File: config.mk
export PLATFORM = sky130hd
export DESIGN_NAME = iq_cascaded_one_pole_lowpass_flat
export DESIGN_NICKNAME = d
export VERILOG_FILES = /design/src/rtl/core/icopl_pkg.sv /design/src/rtl/core/icopl_smp_if.sv /design/src/rtl/core/icopl_flt_if.sv /design/src/rtl/core/iq_cascaded_one_pole_lowpass.sv /design/src/rtl/core/icopl_lane.sv /design/src/rtl/core/icopl_merge.sv /design/src/flat_wrapper.sv
export SDC_FILE = /design/constraint.sdc
export NUM_CORES = 2
export LEC_CHECK = 0
export BUFFER_PORTS_ARGS = -buffer_cell sky130_fd_sc_hd__buf_2
export CAP_MARGIN = 10
export CORE_MARGIN = 3
export CORE_UTILIZATION = 30
export DETAILED_ROUTE_END_ITERATION = 8
export GPL_TIMING_DRIVEN = 1
export SETUP_SLACK_MARGIN = 0.15
export SYNTH_ARGS = -nofsm -noshare
export SYNTH_HDL_FRONTEND = slang
export SYNTH_SLANG_ARGS = --single-unit
File: constraint.sdc
create_clock -name i_clk -period 14 [get_ports i_clk]
set_input_delay 2.1 -clock i_clk [delete_from_list [all_inputs] [get_ports i_clk]]
set_output_delay 2.1 -clock i_clk [all_outputs]
set_load 0.05 [all_outputs]
File: src/rtl/core/icopl_pkg.sv
`timescale 1ns / 1ps
`default_nettype none

package icopl_pkg;

    // fixed-point format of section state
    localparam int FRAC_BITS   = 16;

    // configuration port
    localparam int CFG_IDX_W   = 2;
    localparam int CFG_DATA_W  = 16;
    localparam int COEF_W      = 16;
    localparam int STG_FIELD_W = 3;

    localparam logic [CFG_IDX_W-1:0] CFG_IDX_COEF   = 2'd0;
    localparam logic [CFG_IDX_W-1:0] CFG_IDX_STAGES = 2'd1;

    // coefficient limits, Q0.16 (0.00005 and 0.8)
    localparam logic [COEF_W-1:0] COEF_MIN   = 16'd3;
    localparam logic [COEF_W-1:0] COEF_MAX   = 16'd52429;
    localparam logic [COEF_W-1:0] COEF_RESET = 16'd3;

    // sequencer states
    typedef enum logic [1:0] {
        ST_IDLE,
        ST_MUL,
        ST_ACC,
        ST_HOLD
    } t_state;

    // per-cycle commands to the lanes
    typedef struct packed {
        logic load;   // take new sample into the running value
        logic mul;    // register alpha * (prev - z[k])
        logic acc;    // z[k] += product >>> 16, prev <= new z[k]
    } t_lane_ctl;

endpackage

`default_nettype wire

File: src/rtl/core/icopl_smp_if.sv
`timescale 1ns / 1ps
`default_nettype none

interface icopl_smp_if #(
    parameter int SAMPLE_BITS = 16
);
    logic                          valid;
    logic                          ready;
    logic signed [SAMPLE_BITS-1:0] i_sample;
    logic signed [SAMPLE_BITS-1:0] q_sample;

    modport source (output valid, output i_sample, output q_sample, input ready);
    modport sink   (input valid, input i_sample, input q_sample, output ready);
endinterface

`default_nettype wire

File: src/rtl/core/icopl_flt_if.sv
`timescale 1ns / 1ps
`default_nettype none

interface icopl_flt_if #(
    parameter int SAMPLE_BITS = 16
);
    logic                          valid;
    logic                          ready;
    logic signed [SAMPLE_BITS-1:0] i_filtered;
    logic signed [SAMPLE_BITS-1:0] q_filtered;

    modport source (output valid, output i_filtered, output q_filtered, input ready);
    modport sink   (input valid, input i_filtered, input q_filtered, output ready);
endinterface

`default_nettype wire

File: src/rtl/core/iq_cascaded_one_pole_lowpass.sv
`timescale 1ns / 1ps
`default_nettype none

// Complex cascaded one-pole low-pass. Each item is one I/Q sample; each lane
// runs it through 1..MAX_SECTIONS identical sections z += alpha*(prev - z),
// state signed Q16.16, product floored by an arithmetic shift of 16, result
// the integer part of the last active section. Both lanes share alpha
// (register 0, Q0.16, saturated to 3..52429) and the section count
// (register 1, saturated to 1..MAX_SECTIONS). Each lane has one multiplier
// that is stepped over the sections: ST_MUL registers the product and ST_ACC
// accumulates it. ST_IDLE takes the sample and ST_HOLD hands the result to
// the output register, waiting while that register holds an unread result.
// No new item is taken until the last one has left ST_HOLD. The output
// register lets the next item in while a result waits. Section state is
// cleared by reset; inactive sections keep their values.
module iq_cascaded_one_pole_lowpass
    import icopl_pkg::*;
#(
    parameter int MAX_SECTIONS = 4,
    parameter int SAMPLE_BITS  = 16
) (
    input  wire logic                  i_clk,
    input  wire logic                  i_rst_n,
    input  wire logic                  i_cfg_we,
    input  wire logic [CFG_IDX_W-1:0]  i_cfg_idx,
    input  wire logic [CFG_DATA_W-1:0] i_cfg_data,
    icopl_smp_if.sink                  i_smp,
    icopl_flt_if.source                o_flt
);

    localparam int SEC_W = (MAX_SECTIONS > 1) ? $clog2(MAX_SECTIONS) : 1;
    localparam int STG_W = $clog2(MAX_SECTIONS + 1);
    localparam int CMP_W = (STG_W > STG_FIELD_W) ? STG_W : STG_FIELD_W;

    // config registers
    logic [COEF_W-1:0] r_coef;
    logic [STG_W-1:0]  r_stages;
    logic [COEF_W-1:0] n_coef;
    logic [STG_W-1:0]  n_stages;
    logic [CMP_W-1:0]  s_stg_raw;

    always_comb begin
        n_coef = i_cfg_data[COEF_W-1:0];
        if (n_coef < COEF_MIN) begin
            n_coef = COEF_MIN;
        end else if (n_coef > COEF_MAX) begin
            n_coef = COEF_MAX;
        end

        s_stg_raw = CMP_W'(i_cfg_data[STG_FIELD_W-1:0]);
        priority if (s_stg_raw == '0) begin
            n_stages = STG_W'(1);
        end else if (s_stg_raw > CMP_W'(MAX_SECTIONS)) begin
            n_stages = STG_W'(MAX_SECTIONS);
        end else begin
            n_stages = STG_W'(s_stg_raw);
        end
    end

    always_ff @(posedge i_clk) begin
        if (!i_rst_n) begin
            r_coef   <= COEF_RESET;
            r_stages <= STG_W'(1);
        end else if (i_cfg_we) begin
            if (i_cfg_idx == CFG_IDX_COEF) begin
                r_coef <= n_coef;
            end
            if (i_cfg_idx == CFG_IDX_STAGES) begin
                r_stages <= n_stages;
            end
        end
    end

    // sequencer: one section per MUL/ACC pair, shared by both lanes
    t_state           r_state;
    t_state           n_state;
    logic [SEC_W-1:0] r_sec;
    logic             s_last;
    logic             s_accept;
    logic             s_free;
    logic             s_done;
    t_lane_ctl        s_ctl;

    assign s_last   = (STG_W'(r_sec) + STG_W'(1)) == r_stages;
    assign s_accept = i_smp.valid && i_smp.ready;

    always_comb begin
        n_state = r_state;
        unique case (r_state)
            ST_IDLE: begin
                if (i_smp.valid) begin
                    n_state = ST_MUL;
                end
            end
            ST_MUL: begin
                n_state = ST_ACC;
            end
            ST_ACC: begin
                n_state = s_last ? ST_HOLD : ST_MUL;
            end
            ST_HOLD: begin
                if (s_free) begin
                    n_state = ST_IDLE;
                end
            end
            default: begin
                n_state = ST_IDLE;
            end
        endcase
    end

    always_comb begin
        i_smp.ready = 1'b0;
        s_ctl       = '0;
        s_done      = 1'b0;
        unique case (r_state)
            ST_IDLE: begin
                i_smp.ready = 1'b1;
                s_ctl.load  = i_smp.valid;
            end
            ST_MUL: begin
                s_ctl.mul = 1'b1;
            end
            ST_ACC: begin
                s_ctl.acc = 1'b1;
            end
            ST_HOLD: begin
                s_done = s_free;
            end
            default: begin
                s_done = 1'b0;
            end
        endcase
    end

    always_ff @(posedge i_clk) begin
        if (!i_rst_n) begin
            r_state <= ST_IDLE;
            r_sec   <= '0;
        end else begin
            r_state <= n_state;
            if (r_state == ST_IDLE) begin
                r_sec <= '0;
            end else if (r_state == ST_ACC && !s_last) begin
                r_sec <= r_sec + SEC_W'(1);
            end
        end
    end

    // lanes
    logic signed [SAMPLE_BITS-1:0] s_i_res;
    logic signed [SAMPLE_BITS-1:0] s_q_res;

    icopl_lane #(
        .SAMPLE_BITS  (SAMPLE_BITS),
        .MAX_SECTIONS (MAX_SECTIONS)
    ) u_lane_i (
        .i_clk    (i_clk),
        .i_rst_n  (i_rst_n),
        .i_ctl    (s_ctl),
        .i_sec    (r_sec),
        .i_coef   (r_coef),
        .i_sample (i_smp.i_sample),
        .o_result (s_i_res)
    );

    icopl_lane #(
        .SAMPLE_BITS  (SAMPLE_BITS),
        .MAX_SECTIONS (MAX_SECTIONS)
    ) u_lane_q (
        .i_clk    (i_clk),
        .i_rst_n  (i_rst_n),
        .i_ctl    (s_ctl),
        .i_sec    (r_sec),
        .i_coef   (r_coef),
        .i_sample (i_smp.q_sample),
        .o_result (s_q_res)
    );

    // pairs the lane results into one item
    icopl_merge #(
        .SAMPLE_BITS (SAMPLE_BITS)
    ) u_merge (
        .i_clk   (i_clk),
        .i_rst_n (i_rst_n),
        .i_load  (s_done),
        .i_i_res (s_i_res),
        .i_q_res (s_q_res),
        .o_free  (s_free),
        .o_flt   (o_flt)
    );

    // checks
    a_sec_in_range: assert property (@(posedge i_clk) disable iff (!i_rst_n)
        (r_state == ST_MUL || r_state == ST_ACC) |-> (STG_W'(r_sec) < r_stages))
        else $error("section index beyond active count");

    a_stages_legal: assert property (@(posedge i_clk) disable iff (!i_rst_n)
        (r_stages != '0) && (r_stages <= STG_W'(MAX_SECTIONS)))
        else $error("stage count outside 1..MAX_SECTIONS");

    a_no_overwrite: assert property (@(posedge i_clk) disable iff (!i_rst_n)
        (o_flt.valid && !o_flt.ready) |=> !$fell(o_flt.valid) && $stable(o_flt.i_filtered))
        else $error("pending result overwritten or dropped");

    a_accept_runs: assert property (@(posedge i_clk) disable iff (!i_rst_n)
        s_accept |=> (r_state == ST_MUL) && (r_sec == '0))
        else $error("accepted item did not start at first section");

endmodule

`default_nettype wire

File: src/rtl/core/icopl_lane.sv
`timescale 1ns / 1ps
`default_nettype none

module icopl_lane
    import icopl_pkg::*;
#(
    parameter int SAMPLE_BITS  = 16,
    parameter int MAX_SECTIONS = 4,
    localparam int SEC_W = (MAX_SECTIONS > 1) ? $clog2(MAX_SECTIONS) : 1
) (
    input  wire logic                          i_clk,
    input  wire logic                          i_rst_n,
    input  wire t_lane_ctl                     i_ctl,
    input  wire logic [SEC_W-1:0]              i_sec,
    input  wire logic [COEF_W-1:0]             i_coef,
    input  wire logic signed [SAMPLE_BITS-1:0] i_sample,
    output logic signed [SAMPLE_BITS-1:0]      o_result
);

    localparam int ST_W = SAMPLE_BITS + FRAC_BITS;
    localparam int PW   = ST_W + 1 + COEF_W + 1;

    logic signed [ST_W-1:0] r_z [MAX_SECTIONS];
    logic signed [ST_W-1:0] r_prev;
    logic signed [PW-1:0]   r_prod;

    logic signed [ST_W:0]     s_diff;
    logic signed [PW-1:0]     n_prod;
    logic signed [ST_W-1:0]   n_z;

    always_comb begin
        s_diff = (ST_W+1)'(r_prev) - (ST_W+1)'(r_z[i_sec]);
        n_prod = PW'(s_diff) * PW'($signed({1'b0, i_coef}));
        // floor shift is the arithmetic shift, taken as a part-select
        n_z    = r_z[i_sec] + $signed(r_prod[FRAC_BITS +: ST_W]);
    end

    always_ff @(posedge i_clk) begin
        if (!i_rst_n) begin
            for (int s = 0; s < MAX_SECTIONS; s++) begin
                r_z[s] <= '0;
            end
        end else if (i_ctl.acc) begin
            r_z[i_sec] <= n_z;
        end
    end

    always_ff @(posedge i_clk) begin
        if (i_ctl.load) begin
            r_prev <= {i_sample, {FRAC_BITS{1'b0}}};
        end else if (i_ctl.acc) begin
            r_prev <= n_z;
        end
        if (i_ctl.mul) begin
            r_prod <= n_prod;
        end
    end

    // integer part of the last updated section
    assign o_result = r_prev[ST_W-1:FRAC_BITS];

endmodule

`default_nettype wire

File: src/rtl/core/icopl_merge.sv
`timescale 1ns / 1ps
`default_nettype none

module icopl_merge
    import icopl_pkg::*;
#(
    parameter int SAMPLE_BITS = 16
) (
    input  wire logic                          i_clk,
    input  wire logic                          i_rst_n,
    input  wire logic                          i_load,
    input  wire logic signed [SAMPLE_BITS-1:0] i_i_res,
    input  wire logic signed [SAMPLE_BITS-1:0] i_q_res,
    output logic                               o_free,
    icopl_flt_if.source                        o_flt
);

    logic                          r_valid;
    logic signed [SAMPLE_BITS-1:0] r_i;
    logic signed [SAMPLE_BITS-1:0] r_q;

    assign o_free = !r_valid || o_flt.ready;

    always_ff @(posedge i_clk) begin
        if (!i_rst_n) begin
            r_valid <= 1'b0;
        end else if (i_load) begin
            r_valid <= 1'b1;
        end else if (o_flt.ready) begin
            r_valid <= 1'b0;
        end
    end

    always_ff @(posedge i_clk) begin
        if (i_load) begin
            r_i <= i_i_res;
            r_q <= i_q_res;
        end
    end

    assign o_flt.valid      = r_valid;
    assign o_flt.i_filtered = r_i;
    assign o_flt.q_filtered = r_q;

endmodule

`default_nettype wire
File: src/flat_wrapper.sv
// flat-port wrapper written by rule: the top's interface ports become plain ports
module iq_cascaded_one_pole_lowpass_flat import icopl_pkg::*;
#(
    parameter int MAX_SECTIONS = 4,
    parameter int SAMPLE_BITS  = 16
)
  (i_clk, i_rst_n, i_cfg_we, i_cfg_idx, i_cfg_data, i_smp_valid, i_smp_i_sample, i_smp_q_sample, i_smp_ready, o_flt_valid, o_flt_i_filtered, o_flt_q_filtered, o_flt_ready);
  icopl_smp_if #(.SAMPLE_BITS(SAMPLE_BITS)) i_smp_i ();
  icopl_flt_if #(.SAMPLE_BITS(SAMPLE_BITS)) o_flt_i ();
  input  wire logic i_clk;
  input  wire logic i_rst_n;
  input  wire logic i_cfg_we;
  input  wire logic [CFG_IDX_W-1:0] i_cfg_idx;
  input  wire logic [CFG_DATA_W-1:0] i_cfg_data;
  input wire logic [$bits(i_smp_i.valid)-1:0] i_smp_valid;
  input wire logic [$bits(i_smp_i.i_sample)-1:0] i_smp_i_sample;
  input wire logic [$bits(i_smp_i.q_sample)-1:0] i_smp_q_sample;
  output wire logic [$bits(i_smp_i.ready)-1:0] i_smp_ready;
  output wire logic [$bits(o_flt_i.valid)-1:0] o_flt_valid;
  output wire logic [$bits(o_flt_i.i_filtered)-1:0] o_flt_i_filtered;
  output wire logic [$bits(o_flt_i.q_filtered)-1:0] o_flt_q_filtered;
  input wire logic [$bits(o_flt_i.ready)-1:0] o_flt_ready;
  assign i_smp_i.valid = i_smp_valid;
  assign i_smp_i.i_sample = i_smp_i_sample;
  assign i_smp_i.q_sample = i_smp_q_sample;
  assign i_smp_ready = i_smp_i.ready;
  assign o_flt_valid = o_flt_i.valid;
  assign o_flt_i_filtered = o_flt_i.i_filtered;
  assign o_flt_q_filtered = o_flt_i.q_filtered;
  assign o_flt_i.ready = o_flt_ready;
  iq_cascaded_one_pole_lowpass #(.MAX_SECTIONS(MAX_SECTIONS), .SAMPLE_BITS(SAMPLE_BITS)) u_core (.i_clk(i_clk), .i_rst_n(i_rst_n), .i_cfg_we(i_cfg_we), .i_cfg_idx(i_cfg_idx), .i_cfg_data(i_cfg_data), .i_smp(i_smp_i), .o_flt(o_flt_i));
endmodule
# Word-level counts from Yosys, hierarchy flattened

Memories as Yosys holds them, arrays and structs flattened. A register that Yosys moved wholly into a read port is not among the register bits.
Index checks and enable logic that the tools add are counted.

Input port bits: 55
Register bits after elaboration: 216
Memories kept: 2
Logic and storage cells: 82
RAM bits: 256
Output and inout port bits: 34

Bitwise operators: 1
Reduce and logical (&&, ||, !) cells: 15
Add/sub/neg operators: 6
Equal/unequal tests: 7
Multiplexer cells: 33
$mul: 2
$lt $le $gt $ge: 3

Memories:

| memory              | words | width | rd ports | clocked after Yosys merged registers in | wr ports | RTL line         | RTL |
|---|---|---|---|---|---|---|---|
| u_core.u_lane_i.r_z | 4     | 32    | 1        | 1                                       | 4        | icopl_lane.sv:23 | `logic signed [ST_W-1:0] r_z [MAX_SECTIONS];` |
| u_core.u_lane_q.r_z | 4     | 32    | 1        | 1                                       | 4        | icopl_lane.sv:23 |  |

Operators with widths:

| kind                 | number |
|---|---|
| $mux 32              | 6 |
| $mul 33x17->48       | 2 |
| $sub 32x32->33       | 2 |
| $add 32x32->32       | 2 |
| $reduce_or 32->1     | 2 |
| $mux 16              | 2 |
| $mux 2               | 9 |
| $gt 16x16->1 const B | 1 |
| $lt 16x2->1 const B  | 1 |
| $mux 1               | 13 |
| $pmux 2 s4           | 1 |
| $mux 3               | 2 |
| $reduce_and 2->1     | 3 |
| $eq 2x1->1 const B   | 2 |
| $eq 2x2->1 const B   | 2 |
| $logic_not 2->1      | 2 |
| $reduce_bool 2->1    | 2 |
| $add 2x1->3 const B  | 1 |
| $eq 3x3->1           | 1 |
| $gt 3x3->1 const B   | 1 |
| $logic_not 3->1      | 1 |
| $add 2x1->2 const B  | 1 |
| $logic_not 1->1      | 2 |
| $ne 2x1->1 const B   | 1 |
| 5 further kinds      | 5 |

# Logic depth before layout (Yosys ltp)

Depth after elaboration: 7
Depth in mapped cells: 41
Depth with buffers taken out: 37

# Cells and area by module

From an unflattened synthesis, not the netlist that was laid out.

Cell total of the unflattened synthesis: 6,107
Area total of the unflattened synthesis: 59,333.2 µm²

Modules (own cells, without submodules):

| module                        | instances | sequential area each (µm²) | cells each | area an instance (µm²) |
|---|---|---|---|---|
| icopl_lane at u_core.u_lane_q | 1         | 5,605.4                    | 3,009      | 28,853.9 |
| icopl_lane at u_core.u_lane_i | 1         | 5,605.4                    | 2,939      | 28,340.9 |
| iq_cascaded_one_pole_lowpass  | 1         | 460.4                      | 123        | 1,128.6 |
| icopl_merge                   | 1         | 980.9                      | 36         | 1,009.7 |

# Least setup slack after synthesis

No wires, ideal clock.

Path kind: reg2reg
Start point: register with a tool-made name
End point: register u_core.u_lane_i.r_prod[40], data pin
Arrival: 9,885 ps
Data required time: 13,742 ps
Period minus slack after synthesis: 10,143 ps
Setup slack: 3,857 ps
Stages on the path, launching flop included: 35
Library setup time: 258 ps
Path buffers: 3
Cell sequence: dfxtp_1 clkbuf_1 buf_1 mux4_2 ha_1 inv_1 fa_1 a21o_1 a311o_1 o311a_1 a311oi_1 xnor2_1 clkbuf_1 nand2_1 fa_1 fa_1 inv_1 fa_1 fa_1 fa_1 inv_1 fa_1 inv_1 ha_1 a21o_1 a21o_1 a2111oi_2 a21boi_1 o21a_4 o41a_4 a21oi_4 o21ai_2 a2111o_1 a41oi_2 xnor2_1

RTL lines:

| item                 | RTL line         | RTL |
|---|---|---|
| to (signal assigned) | icopl_lane.sv:55 | `r_prod <= n_prod;` |
| to (decl)            | icopl_lane.sv:25 | `logic signed [PW-1:0] r_prod;` |

==> impl_results.md <==
- Yosys warning count: 0
- Max stage delay on crit path: 0.96 ns
- Global placement routability congestion: 0.8657
- Largest net degree at the start of global routing: 66
- CTS root buf: clkbuf_16
- Syn Area/Cell: between 9 and 10 um^2
- Worst-Margin Slew: approximately 1.2 ns
- I/O pins: 89
- RR Endpoint: u_core.u_lane_q.r_prod[47]
- Placeable Area: about 190000 um^2
- Final Hold Viols: 0
- CTS Hold Bufs: 0
- Worst Skew: 0.04806 ns
- Die Wd: 445.6 um
- TritonCTS Buffers: 45
- Worst min path class: reg -> reg
- Rows: between 150 and 200
- Crit share post-route: 0.8253
- Buffer depth of the longest clock path: 3
- Final min period: 11.55 ns
- Setup TNS: 0 ns
- Slew headroom: 0.2032
- DR iter-0 viols: between 2k and 3k
- GRT overflow: 0
- DR vias/cell: 4.817
- Post-CTS Setup Inserts: 0
- Slowest library cell on the worst path: dfxtp_2
- Initial core utilization: 0.3033
- RSZ-0062 raised after global routing: no
- Layout cells sized above 1: 0.06388
- Most frequent cell after synthesis: inv_1
- TritonRoute pass-1 iters: 5
- CTS clk-pin slew, worst paths: ~0.070 ns
- Post-cts resize count: 0
- Port bufs: 88
- Synthesis-stage register bit count: 442
- First-pass GRT wire length: 255000 um
- Async set-reset flop share out of synthesis: 0
- Die Ht: 445.6 um
- Final-stage net count: 7313
- DR WL/cell: 18.78 um
- Sink Count: 442
- Largest area contributor in the netlist: fa_1
- Die area: 198600 um^2
- Most used cell, CP: fa_1
- Netlist Area Pre-Place: 57980 um^2
- Critical path arrival: roughly 12 ns
- Hold_sp: u_core.u_lane_q.r_prev[8]
- Post-synth top cells: inv_1 (1261), fa_1 (971), nand2_1 (740)
- Max frequency: around 0.087 GHz
- Outcome: finished clean
- WP data required: 14.35 ns
- Post-synth EDFFs: 384
- Critical path class: reg -> reg
- CTS tree: done
- H-tree Lvls: 2
- Worst setup EP type: flop
- WHS Path Cells: 2
- Reg2reg setup slack: 2.45 ns
- Post-DP HPWL: about 120000 um
- Post-synthesis sequential area ratio: 0.2189
- Share of the synthesized area in the top cell type: 0.3353
- Startpoint types: flop
- Initial antenna violation count: 5
- Top FF cell, synth: edfxtp_1
- Vias: 40.84k
- FF-to-FF path depth: 36
- Syn_nets: 7349
- Total wire length: ~160000 um
- Max Transition Viols Final: 0
- Mapped Cells: 5964
- Final ANT Viol Nets: 0
- Vias in the first global route: between 40k and 50k
- Synth-to-Final Area Change: 8.537%
- Post-synth cell types: 74
- Clk_lat worst skew: ~0.63 ns
- Residual DRC: 0
- Worst hold endpoint: u_core.u_lane_q.r_prev[8]
- Crit path max fanout: 34
- # Max-Cap Violations: 0
- Tot GR Track Use: 0.1637
- Final Setup Violations: 0
- Area contributors post-synth: fa_1 (34%), edfxtp_1 (20%), inv_1 (8.2%)
## worst max-delay path by stage
| stage | depth (start not counted) | endpoint | slack (ns) |
|---|---|---|---|
| finish | 36 | u_core.u_lane_q.r_prod[47] | 2.45 |
| global route | 38 | u_core.u_lane_q.r_prod[46] | 1.81 |
| CTS | 36 | u_core.u_lane_q.r_prod[46] | 2.49 |
| detailed placement | 36 | u_core.u_lane_q.r_prod[46] | 2.54 |
| global placement | 37 | u_core.u_lane_q.r_prod[45] | 2.67 |
| floorplan | 34 | u_core.u_lane_i.r_prod[40] | 3.86 |
## sequential cells by signal, summed over array words and instances, names as in the netlist, 32 cells and up, named ones only
| signal | count |
|---|---|
| u_core.u_lane_i.r_prev | 32 |
| u_core.u_lane_i.r_prod | 32 |
| u_core.u_lane_i.r_z | 128 |
| u_core.u_lane_q.r_prev | 32 |
| u_core.u_lane_q.r_prod | 32 |
| u_core.u_lane_q.r_z | 128 |
## cells by family (layout without fill, tap and decap cells)
logic type	count (synthesis)	count (layout)	share of synthesized area
and+or+nand+nor	1816	1816	0.1480
other	0	3	0
adders and majority gates	1335	1335	0.4136
AOI/OAI and AO/OA	572	572	0.06355
buffers and inverters	1520	1520	0.09847
DFF	442	442	0.2189
xor gates and xnor gates	210	210	0.03172
muxes	69	69	0.02577
## area by class of cell
| type | count | area (um^2) |
|---|---|---|
| fillers | 19390 | 128300 |
| multi-input cells | 4002 | 39730 |
| flip-flops and latches | 442 | 12720 |
| inverters | 1261 | 4733 |
| well taps | 2511 | 3142 |
| clock buffers | 58 | 1259 |
| repair buffers | 176 | 1101 |
| clock inverters | 25 | 235.2 |
| diodes | 3 | 7.507 |
## placed cells by master (no fill, tap or decap), types with 27 or more instances in the layout
cell type	Yosys	routed
nor2_1	349	347
edfxtp_1	384	384
nand2b_1	28	27
buf_2	3	88
buf_4	0	88
a21oi_1	190	190
clkbuf_16	0	48
inv_1	1261	1260
o21ai_0	107	106
mux4_2	64	64
fa_1	971	971
nand3_1	43	43
ha_1	359	359
xnor2_1	150	145
nor2b_1	61	59
a21o_1	87	87
and2_1	489	488
nor3_1	35	35
xor2_1	60	54
nand2_1	740	736
dfxtp_1	58	40
## critical path: cells and delay by family (launching register included)
kind                       cells  cell delay (ns)
adders and majority gates      8             3.78
and+or+nand+nor                3             0.31
xor gates and xnor gates       2             0.37
AOI/OAI and AO/OA             17             4.35
buffers and inverters          5             1.03
muxes                          1             0.44
DFF                            1             0.96
## through the flow
| step | utilization | cells | area [um^2] | worst slack [ns] | hold slack [ns] |
|---|---|---|---|---|---|
| 2_1_floorplan | - | 5964 | 57980 | 3.857 | 0.4315 |
| 3_3_place_gp | 0.3213 | 8392 | 61430 | 2.666 | 0.4468 |
| 3_5_place_dp | 0.3213 | 8392 | 61430 | 2.541 | 0.4530 |
| 4_1_cts | 0.3291 | 8475 | 62920 | 2.493 | 0.4646 |
| 5_1_grt | 0.3291 | 8478 | 62930 | 1.811 | 0.4857 |
| 6_report | 0.3291 | 8478 | 62930 | 2.446 | 0.4660 |
## routing by layer
metal | vias to the layer above | global-route usage | wire length [um]
met4 | 2 | 0.05057 | 5265
met5 | - | 0 | 13
met2 | 1175 | 0.2806 | 77750
met1 | 21140 | 0.2163 | 67210
li1 | 18290 | - | -
met3 | 224 | 0.01864 | 9011
Power is left out: the tool's default activity adds up to more than one toggle a clock period on the data nets, which glitch-free logic cannot reach.
